**config.mk**
```make
export PLATFORM = sky130hd
export DESIGN_NAME = gas_sensor_baseline_ratio
export DESIGN_NICKNAME = d
export VERILOG_FILES = /design/src/gsbr_pkg.sv /design/src/gsbr_ctrl.sv /design/src/gsbr_dp.sv /design/src/gas_sensor_baseline_ratio.sv
export SDC_FILE = /design/constraint.sdc
export NUM_CORES = 2
export LEC_CHECK = 0
export ABC_AREA = 1
export BUFFER_PORTS_ARGS = -buffer_cell sky130_fd_sc_hd__buf_2
export CAP_MARGIN = 20
export CORE_MARGIN = 2
export CORE_UTILIZATION = 40
export CTS_CLUSTER_SIZE = 24
export DETAILED_ROUTE_END_ITERATION = 16
export MAX_ROUTING_LAYER = met4
export PLACE_DENSITY = 0.56
export SLEW_MARGIN = 20
export SYNTH_ARGS = -nofsm -noshare
export SYNTH_HDL_FRONTEND = slang
export SYNTH_HIERARCHICAL = 1
export SYNTH_SLANG_ARGS = --single-unit
export TNS_END_PERCENT = 1
```
**constraint.sdc**
```tcl
create_clock -name clk -period 12.3 [get_ports clk]
set_clock_uncertainty 0.15 [all_clocks]
set_input_delay 0.615 -clock clk [delete_from_list [all_inputs] [get_ports clk]]
set_output_delay 0.615 -clock clk [all_outputs]
set_load 0.05 [all_outputs]
```
**src/gsbr_pkg.sv**
```systemverilog
// gsbr_pkg: shared constants, codes and control structs for the gas sensor
// baseline/ratio block. Depends on nothing; used by gsbr_ctrl, gsbr_dp and
// the top level.
package gsbr_pkg;

  // Fixed field widths
  localparam int CODE_W   = 12;   // sample_code / held_code port width
  localparam int TIME_W   = 32;
  localparam int PRE_W    = 20;   // preheat_ms register
  localparam int TOL_W    = 7;    // tolerance_pct register
  localparam int CFG_IDX_W = 1;
  localparam int STAT_W   = 3;
  localparam int RATIO_W  = 27;

  // Internal arithmetic widths
  localparam int SUM_W    = 16;   // calibration sum, baseline sum, N*x
  localparam int TP_W     = 24;   // tol*sum and 100*dev
  localparam int NUM_W    = 30;   // |N*x - base| * 10000
  localparam int DCNT_W   = $clog2(NUM_W);

  localparam logic [NUM_W-1:0] RATIO_MAX = NUM_W'(67108863);
  localparam int BP_SCALE = 10000;
  localparam int PCT_SCALE = 100;

  // Opcodes
  localparam logic [1:0] OP_START = 2'd0;
  localparam logic [1:0] OP_CAL   = 2'd1;
  localparam logic [1:0] OP_MEAS  = 2'd2;

  // Result status codes
  localparam logic [STAT_W-1:0] ST_OK      = 3'd0;
  localparam logic [STAT_W-1:0] ST_ERR     = 3'd1;
  localparam logic [STAT_W-1:0] ST_READ    = 3'd2;
  localparam logic [STAT_W-1:0] ST_CONT    = 3'd3;
  localparam logic [STAT_W-1:0] ST_IGNORED = 3'd4;

  // Register indexes
  localparam logic [CFG_IDX_W-1:0] CFG_PREHEAT = 1'd0;
  localparam logic [CFG_IDX_W-1:0] CFG_TOL     = 1'd1;

  // Controller to datapath
  typedef struct packed {
    logic              load;       // capture the accepted item
    logic              cal_start;
    logic              cal_abort;
    logic              cal_acc;    // fold sample into sum/min/max
    logic              chk_prep;   // register tolerance terms
    logic              cal_close;  // end calibration
    logic              cal_pass;   // take the sum as baseline
    logic              meas_take;  // update held code, register |N*x - base|
    logic              div_load;   // scale and start the divider
    logic              div_step;
    logic              out_load;
    logic [STAT_W-1:0] res_status;
    logic              res_zero;   // ratio field forced to zero
  } gsbr_cmd_t;

  // Datapath to controller
  typedef struct packed {
    logic [1:0] op;
    logic       ok;
    logic       cal_active;
    logic       cal_full;
    logic       preheat_block;
    logic       base_zero;
    logic       tol_pass;
    logic       div_last;
  } gsbr_stat_t;

endpackage

```
**src/gsbr_ctrl.sv**
```systemverilog
// gsbr_ctrl: sequencing state machine for the gas sensor block. Decides the
// result status and steps the datapath. Depends on gsbr_pkg.
module gsbr_ctrl
  import gsbr_pkg::*;
(
  input  logic       clk,
  input  logic       rst,
  input  logic       item_valid,
  output logic       item_ready,
  output logic       result_valid,
  input  logic       result_ready,
  input  gsbr_stat_t st,
  output gsbr_cmd_t  cmd
);

  typedef enum logic [2:0] {
    S_IDLE, S_DECODE, S_CAL_CHECK, S_CAL_CMP, S_SCALE, S_DIV, S_FINISH
  } state_t;

  state_t            state;
  logic [STAT_W-1:0] res_status;
  logic              res_zero;
  logic              out_free;

  assign item_ready = (state == S_IDLE) && !rst;
  assign out_free   = !result_valid || result_ready;

  // Commands decoded from state and datapath status
  always_comb begin
    cmd            = '0;
    cmd.res_status = res_status;
    cmd.res_zero   = res_zero;
    case (state)
      S_IDLE: begin
        cmd.load = item_valid && item_ready;
      end
      S_DECODE: begin
        case (st.op)
          OP_START: cmd.cal_start = 1'b1;
          OP_CAL: begin
            if (st.cal_active) begin
              cmd.cal_abort = !st.ok;
              cmd.cal_acc   = st.ok;
            end
          end
          OP_MEAS: begin
            cmd.meas_take = !st.preheat_block && st.ok;
          end
          default: ;
        endcase
      end
      S_CAL_CHECK: begin
        cmd.chk_prep = st.cal_full;
      end
      S_CAL_CMP: begin
        cmd.cal_close = 1'b1;
        cmd.cal_pass  = st.tol_pass;
      end
      S_SCALE: cmd.div_load = 1'b1;
      S_DIV:   cmd.div_step = 1'b1;
      S_FINISH: cmd.out_load = out_free;
      default: ;
    endcase
  end

  // State, result code and output valid
  always_ff @(posedge clk) begin
    if (rst) begin
      state        <= S_IDLE;
      res_status   <= ST_IGNORED;
      res_zero     <= 1'b1;
      result_valid <= 1'b0;
    end else begin
      if (cmd.out_load) begin
        result_valid <= 1'b1;
      end else if (result_ready) begin
        result_valid <= 1'b0;
      end
      case (state)
        S_IDLE: begin
          if (item_valid) begin
            state <= S_DECODE;
          end
        end
        S_DECODE: begin
          res_zero <= 1'b1;
          state    <= S_FINISH;
          case (st.op)
            OP_START: res_status <= ST_CONT;
            OP_CAL: begin
              if (!st.cal_active) begin
                res_status <= ST_IGNORED;
              end else if (!st.ok) begin
                res_status <= ST_READ;
              end else begin
                state <= S_CAL_CHECK;
              end
            end
            OP_MEAS: begin
              if (st.preheat_block) begin
                res_status <= ST_ERR;
              end else if (!st.ok) begin
                res_status <= ST_READ;
              end else begin
                res_status <= ST_OK;
                if (!st.base_zero) begin
                  res_zero <= 1'b0;
                  state    <= S_SCALE;
                end
              end
            end
            default: res_status <= ST_IGNORED;
          endcase
        end
        S_CAL_CHECK: begin
          if (st.cal_full) begin
            state <= S_CAL_CMP;
          end else begin
            res_status <= ST_CONT;
            state      <= S_FINISH;
          end
        end
        S_CAL_CMP: begin
          res_status <= st.tol_pass ? ST_OK : ST_ERR;
          state      <= S_FINISH;
        end
        S_SCALE: state <= S_DIV;
        S_DIV: begin
          if (st.div_last) begin
            state <= S_FINISH;
          end
        end
        S_FINISH: begin
          if (out_free) begin
            state <= S_IDLE;
          end
        end
        default: state <= S_IDLE;
      endcase
    end
  end

endmodule

```
**src/gsbr_dp.sv**
```systemverilog
// gsbr_dp: datapath of the gas sensor block: config registers, calibration
// accumulators, tolerance check, restoring divider and result register.
// Depends on gsbr_pkg.
module gsbr_dp
  import gsbr_pkg::*;
#(
  parameter int CAL_SAMPLES = 10,
  parameter int CODE_BITS   = 12
)(
  input  logic                      clk,
  input  logic                      rst,
  input  gsbr_cmd_t                 cmd,
  output gsbr_stat_t                st,
  input  logic                      cfg_we,
  input  logic [CFG_IDX_W-1:0]      cfg_index,
  input  logic [PRE_W-1:0]          cfg_data,
  input  logic [1:0]                opcode,
  input  logic [CODE_W-1:0]         sample_code,
  input  logic                      read_ok,
  input  logic [TIME_W-1:0]         now_ms,
  output logic [STAT_W-1:0]         status,
  output logic signed [RATIO_W-1:0] ratio_bp,
  output logic [CODE_W-1:0]         held_code,
  output logic [TIME_W-1:0]         time_out_ms
);

  localparam int CNT_W = $clog2(CAL_SAMPLES + 1);
  localparam logic [CODE_BITS-1:0] CODE_ONES = '1;

  // Captured item
  logic [1:0]           op_q;
  logic [CODE_BITS-1:0] x_q;
  logic                 ok_q;
  logic [TIME_W-1:0]    now_q;

  // Configuration
  logic [PRE_W-1:0] preheat_ms;
  logic [TOL_W-1:0] tolerance_pct;

  // Sensor state
  logic                 warmed;
  logic [TIME_W-1:0]    warm_start_ms;
  logic [SUM_W-1:0]     baseline_sum;
  logic [CODE_BITS-1:0] last_code;
  logic                 cal_active;
  logic [CNT_W-1:0]     cal_count;
  logic [SUM_W-1:0]     cal_sum;
  logic [CODE_BITS-1:0] cal_min;
  logic [CODE_BITS-1:0] cal_max;

  // Tolerance terms
  logic [TP_W-1:0]  tol_prod;
  logic [SUM_W-1:0] dev_min;
  logic [SUM_W-1:0] dev_max;

  // Ratio and divider
  logic             neg;
  logic [SUM_W-1:0] mag;
  logic [NUM_W-1:0] quo;
  logic [SUM_W-1:0] rem;
  logic [DCNT_W-1:0] div_cnt;

  logic [SUM_W-1:0]  nx_min, nx_max, nx_x;
  logic [TIME_W-1:0] elapsed;
  logic [SUM_W:0]    rem_sh;
  logic              rem_ge;
  logic [SUM_W:0]    rem_sub;
  logic [RATIO_W-1:0] ratio_val;

  // Scaled samples: N*x
  assign nx_min = SUM_W'(CAL_SAMPLES) * SUM_W'(cal_min);
  assign nx_max = SUM_W'(CAL_SAMPLES) * SUM_W'(cal_max);
  assign nx_x   = SUM_W'(CAL_SAMPLES) * SUM_W'(x_q);

  assign elapsed = now_q - warm_start_ms;

  // Status toward the controller
  always_comb begin
    st.op            = op_q;
    st.ok            = ok_q;
    st.cal_active    = cal_active;
    st.cal_full      = (cal_count >= CNT_W'(CAL_SAMPLES));
    st.preheat_block = !warmed && (warm_start_ms != '0) &&
                       (elapsed < TIME_W'(preheat_ms));
    st.base_zero     = (baseline_sum == '0);
    st.tol_pass      = (cal_sum == '0) ||
                       ((TP_W'(dev_min) * TP_W'(PCT_SCALE) <= tol_prod) &&
                        (TP_W'(dev_max) * TP_W'(PCT_SCALE) <= tol_prod));
    st.div_last      = (div_cnt == DCNT_W'(NUM_W - 1));
  end

  // Divider step: one quotient bit per cycle
  assign rem_sh  = {rem, quo[NUM_W-1]};
  assign rem_ge  = (rem_sh >= (SUM_W+1)'(baseline_sum));
  assign rem_sub = rem_sh - (SUM_W+1)'(baseline_sum);

  // Signed, saturated ratio
  always_comb begin
    if (cmd.res_zero) begin
      ratio_val = '0;
    end else if (neg) begin
      ratio_val = RATIO_W'(0) - RATIO_W'(quo);
    end else if (quo > RATIO_MAX) begin
      ratio_val = RATIO_W'(RATIO_MAX);
    end else begin
      ratio_val = RATIO_W'(quo);
    end
  end

  // Configuration registers
  always_ff @(posedge clk) begin
    if (rst) begin
      preheat_ms    <= PRE_W'(60000);
      tolerance_pct <= TOL_W'(10);
    end else if (cfg_we) begin
      case (cfg_index)
        CFG_PREHEAT: preheat_ms    <= cfg_data;
        CFG_TOL:     tolerance_pct <= cfg_data[TOL_W-1:0];
        default: ;
      endcase
    end
  end

  // Sensor and calibration state
  always_ff @(posedge clk) begin
    if (rst) begin
      warmed        <= 1'b0;
      warm_start_ms <= '0;
      baseline_sum  <= '0;
      last_code     <= '0;
      cal_active    <= 1'b0;
      cal_count     <= '0;
      cal_sum       <= '0;
      cal_min       <= CODE_ONES;
      cal_max       <= '0;
    end else begin
      if (cmd.cal_start) begin
        warmed        <= 1'b0;
        warm_start_ms <= now_q;
        cal_active    <= 1'b1;
        cal_count     <= '0;
        cal_sum       <= '0;
        cal_min       <= CODE_ONES;
        cal_max       <= '0;
      end
      if (cmd.cal_abort) begin
        cal_active <= 1'b0;
      end
      if (cmd.cal_acc) begin
        cal_sum   <= cal_sum + SUM_W'(x_q);
        cal_count <= cal_count + CNT_W'(1);
        if (x_q < cal_min) cal_min <= x_q;
        if (x_q > cal_max) cal_max <= x_q;
      end
      if (cmd.cal_close) begin
        cal_active <= 1'b0;
        cal_count  <= '0;
      end
      if (cmd.cal_pass) begin
        baseline_sum <= cal_sum;
        warmed       <= 1'b1;
      end
      if (cmd.meas_take) begin
        last_code <= x_q;
      end
    end
  end

  // Item capture, tolerance terms, divider and result payload
  always_ff @(posedge clk) begin
    if (cmd.load) begin
      op_q  <= opcode;
      x_q   <= sample_code[CODE_BITS-1:0];
      ok_q  <= read_ok;
      now_q <= now_ms;
    end
    if (cmd.chk_prep) begin
      tol_prod <= TP_W'(tolerance_pct) * TP_W'(cal_sum);
      dev_min  <= (nx_min >= cal_sum) ? nx_min - cal_sum : cal_sum - nx_min;
      dev_max  <= (nx_max >= cal_sum) ? nx_max - cal_sum : cal_sum - nx_max;
    end
    if (cmd.meas_take) begin
      neg <= (nx_x < baseline_sum);
      mag <= (nx_x >= baseline_sum) ? nx_x - baseline_sum : baseline_sum - nx_x;
    end
    if (cmd.div_load) begin
      quo     <= NUM_W'(mag) * NUM_W'(BP_SCALE);
      rem     <= '0;
      div_cnt <= '0;
    end else if (cmd.div_step) begin
      quo     <= {quo[NUM_W-2:0], rem_ge};
      rem     <= rem_ge ? rem_sub[SUM_W-1:0] : rem_sh[SUM_W-1:0];
      div_cnt <= div_cnt + DCNT_W'(1);
    end
    if (cmd.out_load) begin
      status      <= cmd.res_status;
      ratio_bp    <= ratio_val;
      held_code   <= CODE_W'(last_code);
      time_out_ms <= now_q;
    end
  end

endmodule

```
**src/gas_sensor_baseline_ratio.sv**
```systemverilog
// Gas sensor baseline/ratio front end: calibration and ratio on raw codes.
// Start, ignored, rejected and zero-baseline items pass decode and finish; a
// calibration sample adds the fill check, the last sample also the tolerance
// compare, a measurement the scale step and the divider (one quotient bit per
// cycle). One item in flight, held in finish by any result-side stall.
// Synchronous active-high reset: config to defaults, no calibration, no baseline.
module gas_sensor_baseline_ratio
  import gsbr_pkg::*;
#(
  parameter int CAL_SAMPLES = 10,
  parameter int CODE_BITS   = 12
)(
  input  logic                      clk,
  input  logic                      rst,
  input  logic                      cfg_valid,
  output logic                      cfg_ready,
  input  logic [CFG_IDX_W-1:0]      cfg_index,
  input  logic [PRE_W-1:0]          cfg_data,
  input  logic                      item_valid,
  output logic                      item_ready,
  input  logic [1:0]                opcode,
  input  logic [CODE_W-1:0]         sample_code,
  input  logic                      read_ok,
  input  logic [TIME_W-1:0]         now_ms,
  output logic                      result_valid,
  input  logic                      result_ready,
  output logic [STAT_W-1:0]         status,
  output logic signed [RATIO_W-1:0] ratio_bp,
  output logic [CODE_W-1:0]         held_code,
  output logic [TIME_W-1:0]         time_out_ms
);

  gsbr_cmd_t  cmd;
  gsbr_stat_t st;

  // Register writes are taken whenever reset is released
  assign cfg_ready = !rst;

  gsbr_ctrl u_ctrl (
    .clk          (clk),
    .rst          (rst),
    .item_valid   (item_valid),
    .item_ready   (item_ready),
    .result_valid (result_valid),
    .result_ready (result_ready),
    .st           (st),
    .cmd          (cmd)
  );

  gsbr_dp #(
    .CAL_SAMPLES (CAL_SAMPLES),
    .CODE_BITS   (CODE_BITS)
  ) u_dp (
    .clk         (clk),
    .rst         (rst),
    .cmd         (cmd),
    .st          (st),
    .cfg_we      (cfg_valid && cfg_ready),
    .cfg_index   (cfg_index),
    .cfg_data    (cfg_data),
    .opcode      (opcode),
    .sample_code (sample_code),
    .read_ok     (read_ok),
    .now_ms      (now_ms),
    .status      (status),
    .ratio_bp    (ratio_bp),
    .held_code   (held_code),
    .time_out_ms (time_out_ms)
  );

endmodule
```
After elaboration in Yosys (flattened, before gate mapping)
Cells that the tools add are included.

Flip-flop bits (word level): 385. Word-level logic and storage cells: 165.

Add/subtract/negate cells: 12. Multiply operators: 7. $lt $le $gt $ge: 12. Equal/unequal tests: 14. Multiplexer cells: 57. Bitwise gates (word level): 1. Reduce and logical (&&, ||, !) cells: 30.

Operators by type and width (count): $sub 16x16->16 (7); $mux 16 (6); $mux 12 (6); $mux 30 (2); $mux 27 (2); $ge 16x16->1 (3); $le 23x23->1 (2); $mul 3x12->15 const A (3); $mul 16x5->21 const B (2); $mux 3 (13); $logic_not 16->1 (2); $lt 32x20->1 (1); $reduce_bool 32->1 (1); $sub 32x32->32 (1); $gt 30x26->1 const B (1); $sub 1x27->27 const A (1); $mul 16x10->26 const B (1); $mul 7x16->23 (1); $pmux 3 s7 (1); $pmux 3 s3 (2); $ge 17x16->1 (1); $mux 1 (17); $add 16x12->16 (1); $lt 16x16->1 (1); 29 further kinds (55).

Logic depth before layout (Yosys ltp)
Depth in word-level cells: 7. Gate-level depth with buffers: 30. Gate-level depth less buffers: 30.

Cells and area by module
The synthesis kept the hierarchy.

Modules (own cells, without submodules): gsbr_dp (instances 1, cells each 4541, area an instance 35228.8 µm²); gsbr_ctrl (instances 1, cells each 127, area an instance 699.4 µm²); gas_sensor_baseline_ratio (instances 1, cells each 3, area an instance 13.8 µm²).

Worst setup path before layout
OpenSTA, ideal clock, no wires.

Path kind: reg2reg. From: register u_dp.dev_max[3]. To: register u_dp.baseline_sum[15]. Library setup time: 0.070 ns. Arrival time: 4.557 ns. Required time: 12.080 ns. Path slack: 7.524 ns. Cell stages (with the launch flop): 30. Path buffers: 1. Path through: edfxtp_1 > ha_1 > ha_1 > inv_1 > fa_1 > inv_1 > ha_1 > a21oi_1 > o21ai_0 > a21oi_1 > o21ai_0 > nand2_1 > nand2_1 > nand2_1 > nand2_1 > xor2_1 > ha_1 > nand2_1 > nor2_1 > nand3_1 > nor4_1 > nand4_1 > nand2_1 > nand2_1 > nand2_1 > inv_1 > nor2_1 > clkbuf_1 > o21ai_0 > a21oi_1.

RTL lines: from (decl) (RTL line gsbr_dp.sv:54) `logic [SUM_W-1:0] dev_max;`; from (signal assigned) (RTL line gsbr_dp.sv:180) `dev_max <= (nx_max >= cal_sum) ? nx_max - cal_sum : cal_sum - nx_max;`; to (signal assigned) (RTL line gsbr_dp.sv:160) `baseline_sum <= cal_sum;`; to (decl) (RTL line gsbr_dp.sv:43) `logic [SUM_W-1:0] baseline_sum;`.

==> qor.csv <==
stage,metric,value,unit
run_status,status,completed,
setup_path,required_time_of_the_worst_setup_path,12.65,ns
place,gpl.final_weighted_congestion,0.9435,
global_route,grt_overflow_total,0,
synthesis,synth_fp_nets,5395,
clock_tree,cts_tree,built,
drt,via_count,29960,
place,dp_hpwl,78900,um
synthesis,yosys.cell_count.top_type,nand2_1,
sta,final_critical_path_share_of_the_clock_period,48.59,%
synthesis,synth-adder-area-share,25.54,%
synthesis,postSynthCellCount,4671,
final_layout,layout.nets,5506,
drt,first_pass_iters,6,
drt,drt.antenna.violating_nets,0,
synthesis,post_synth_xor_area_fraction,4.484,%
floorplan,placeableCoreArea,88780,um2
final_layout,layout-drive-gt1-share,6.495,%
sta,max_clock_freq,167.3,MHz
synthesis,post_synth_instance_area,35940,um2
sta,final-setup-viol-count,0,
setup_path,critPathSlowestCell,nor2_2,
setup_path,crit_path_start_kind,flop,
floorplan,chipHeight,303.8,um
pwr,pwr_density_cell,165.6,nW/um2
setup_path,critical_path.max_stage_delay,0.79,ns
synthesis,synth_flop_cell,edfxtp_1,
floorplan,die_w,303.8,um
place,total_of_buffers_placed_on_input_and_output_ports,149,
floorplan,fp.dieArea,92270,um2
clock_tree,cts_hold_repair.buffers,10,
setup_path,largest_fanout_of_any_net_on_the_critical_path,33,
drt,detail_route.drc_violations,0,
clock_tree,cts-root-buf,clkbuf_16,
sta,slew_viol_final,0,
global_route,grt_start_max_net_pins,97,
sta,rsz0062_at_grt,no,
setup_path,critPathMostFrequentCell,nand2_1,
clock_tree,tritoncts.num_buffers,45,
synthesis,synth_common_cells,"961 x nand2_1, 868 x inv_1, 513 x ha_1",
clock_tree,clkLatencyLatePin,0.60,ns
synthesis,synth-async-reset-ratio,0,%
clock_tree,cts_sinks,384,
synthesis,synth_largest_area_cell,edfxtp_1,
synthesis,synthTopCellsByArea,"edfxtp_1 18%, ha_1 18%, nand2_1 10%",
final_layout,syn_to_final_growth,9.967,%
pwr,maximum_ir_drop_on_the_vdd_rail,0.0001573,V
sta,worst_pin_slew,0.9994,ns
job,cap_viol_max_count,0,
setup_path,endpoint_kind,flop,
synthesis,synth_top_family_by_area,adder cells,
place,cell_area_reported_after_detailed_placement,37810,um2
synthesis,ys_seq_area_share,27.46,%
synthesis,synth.lib_cells_used.distinct,61,
floorplan,boundaryPins,150,
synthesis,synth_simple_gate_area_share,18.01,%
synthesis,netlist.area_leader.share,18.21,%
sta,tns,0,ns
sta,report.final.hold_viol_count,0,
final_layout,finish.instance_area,39520,um2
floorplan,start_util,40.48,%
synthesis,postSynthRegisterBits,384,
drt,avgViaCountPerCell,5.005,
drt,routed_wire_length_per_instance,16.25,um
global_route,antenna_found_initial,2,
global_route,track_usage,21.47,%
pwr,p_leak,19.97,nW
clock_tree,h-tree-depth,2,
synthesis,synth-compound-area-share,13.74,%
drt,initialDrtViolationCount,1872,
sta,relSlewSlack,33.22,%
sta,timing.final.crit_period,5.977,ns
clock_tree,post-cts-setup-buffers,0,
synthesis,average_cell_area_after_synthesis,7.695,um2
global_route,grt_pass1_vias,29070,
setup_path,cp_data_arrival_time,6.33,ns
synthesis,ys.warnings.count,6,
synthesis,post_synth_mux_area_share,0.05570,%
setup_path,critPathTopFamily,simple AND/OR/NAND/NOR gates,
setup_path,timing.setup.critical_path_class,reg -> reg,
clock_tree,clkTransAtPathRegs,0.06,ns
min_path,hp-class,in -> reg,
global_route,grt_first_pass_wirelength,156200,um
synthesis,synth_enable_flop_cells,218,
floorplan,floorplan.rows,109,
setup_path,critPathBufInv,3,
clock_tree,cts-resized-gates,0,
clock_tree,ctsLongestPathBuffers,3,
drt,totalWireLength,97270,um
==> metal layers <==
layer	vias to the layer above	part of all wire [%]	track usage, %
li1	15460	-	-
met1	13770	47	28.35
met2	604	46	34.93
met3	124	4.0	2.404
met4	0	2.8	5.820
met5	-	0	-
==> metrics by stage <==
| step | hold slack (ns) | cells | power [mW] | setup WS [ns] | utilization, % |
|---|---|---|---|---|---|
| 2_1_floorplan | 0.2529 | 4671 | 4.371 | 7.524 | - |
| 3_3_place_gp | 0.2556 | 5889 | 5.113 | 6.490 | 42.58 |
| 3_5_place_dp | 0.2597 | 5890 | 5.125 | 6.378 | 42.59 |
| 4_1_cts | 0.0001603 | 5984 | 6.592 | 6.290 | 44.51 |
| 5_1_grt | 0.01076 | 5986 | 7.139 | 5.569 | 44.51 |
| 6_report | 0.03571 | 5987 | 6.546 | 6.323 | 44.52 |
==> placed cells by master (no fill, tap or decap), types with 123 or more instances in the layout <==
master	Yosys	routed
inv_1	868	866
ha_1	513	513
nand3_1	123	123
xor2_1	142	142
edfxtp_1	218	218
dfxtp_1	166	166
o21ai_0	281	281
fa_1	138	138
nor2_1	336	331
nand2_1	961	961
a21oi_1	385	385
buf_2	14	149
==> power by group <==
| part | total, mW | switching, mW | internal (mW) |
|---|---|---|---|
| logic | 3.38 | 2.21 | 1.17 |
| registers | 1.74 | 0.151 | 1.59 |
| clock network | 1.43 | 0.569 | 0.858 |
| total | 6.55 | 2.93 | 3.62 |
==> cell type report <==
type / instances / area, um2
Fill cell: 9015 / 49260
Multi-Input combinational cell: 3291 / 22260
Clock inverter: 16 / 242.7
Timing Repair Buffer: 186 / 1049
Tap cell: 1165 / 1458
Inverter: 874 / 3282
Sequential cell: 384 / 9869
Antenna cell: 3 / 7.507
Clock buffer: 68 / 1360
==> path summary, 6_finish.rpt <==
path                          start               endpoint  slack (ns)  depth (start not counted)
hold / removal           now_ms[23]         u_dp/now_q[23]        0.04                          1
setup / recovery    u_dp/dev_max[3]  u_dp/baseline_sum[11]        6.32                         28
hold reg to reg   u_dp/last_code[6]      u_dp/held_code[6]        0.27                          0
setup reg to reg    u_dp/dev_max[3]  u_dp/baseline_sum[11]        6.32                         28
==> sequential cells by signal, indices dropped and copies added, names as in the netlist, 4 cells and up <==
name and flops:
u_dp/baseline_sum 16, u_dp/cal_count 4, u_dp/cal_max 12, u_dp/cal_min 12
u_dp/cal_sum 16, u_dp/dev_max 15, u_dp/dev_min 16, u_dp/div_cnt 5
u_dp/held_code 12, u_dp/last_code 12, u_dp/mag 16, u_dp/now_q 32
u_dp/preheat_ms 20, u_dp/quo 30, u_dp/ratio_bp 27, u_dp/rem 16
u_dp/time_out_ms 32, u_dp/tol_prod 23, u_dp/tolerance_pct 7, u_dp/warm_start_ms 32
u_dp/x_q 12
==> cell families after synthesis <==
logic type | count (synthesis)
DFF | 384
xor gates and xnor gates | 184
adders and majority gates | 651
buffers and inverters | 996
AOI/OAI and AO/OA | 883
and+or+nand+nor | 1571
muxes | 2
Note: power is estimated with default switching activity, not from simulation.
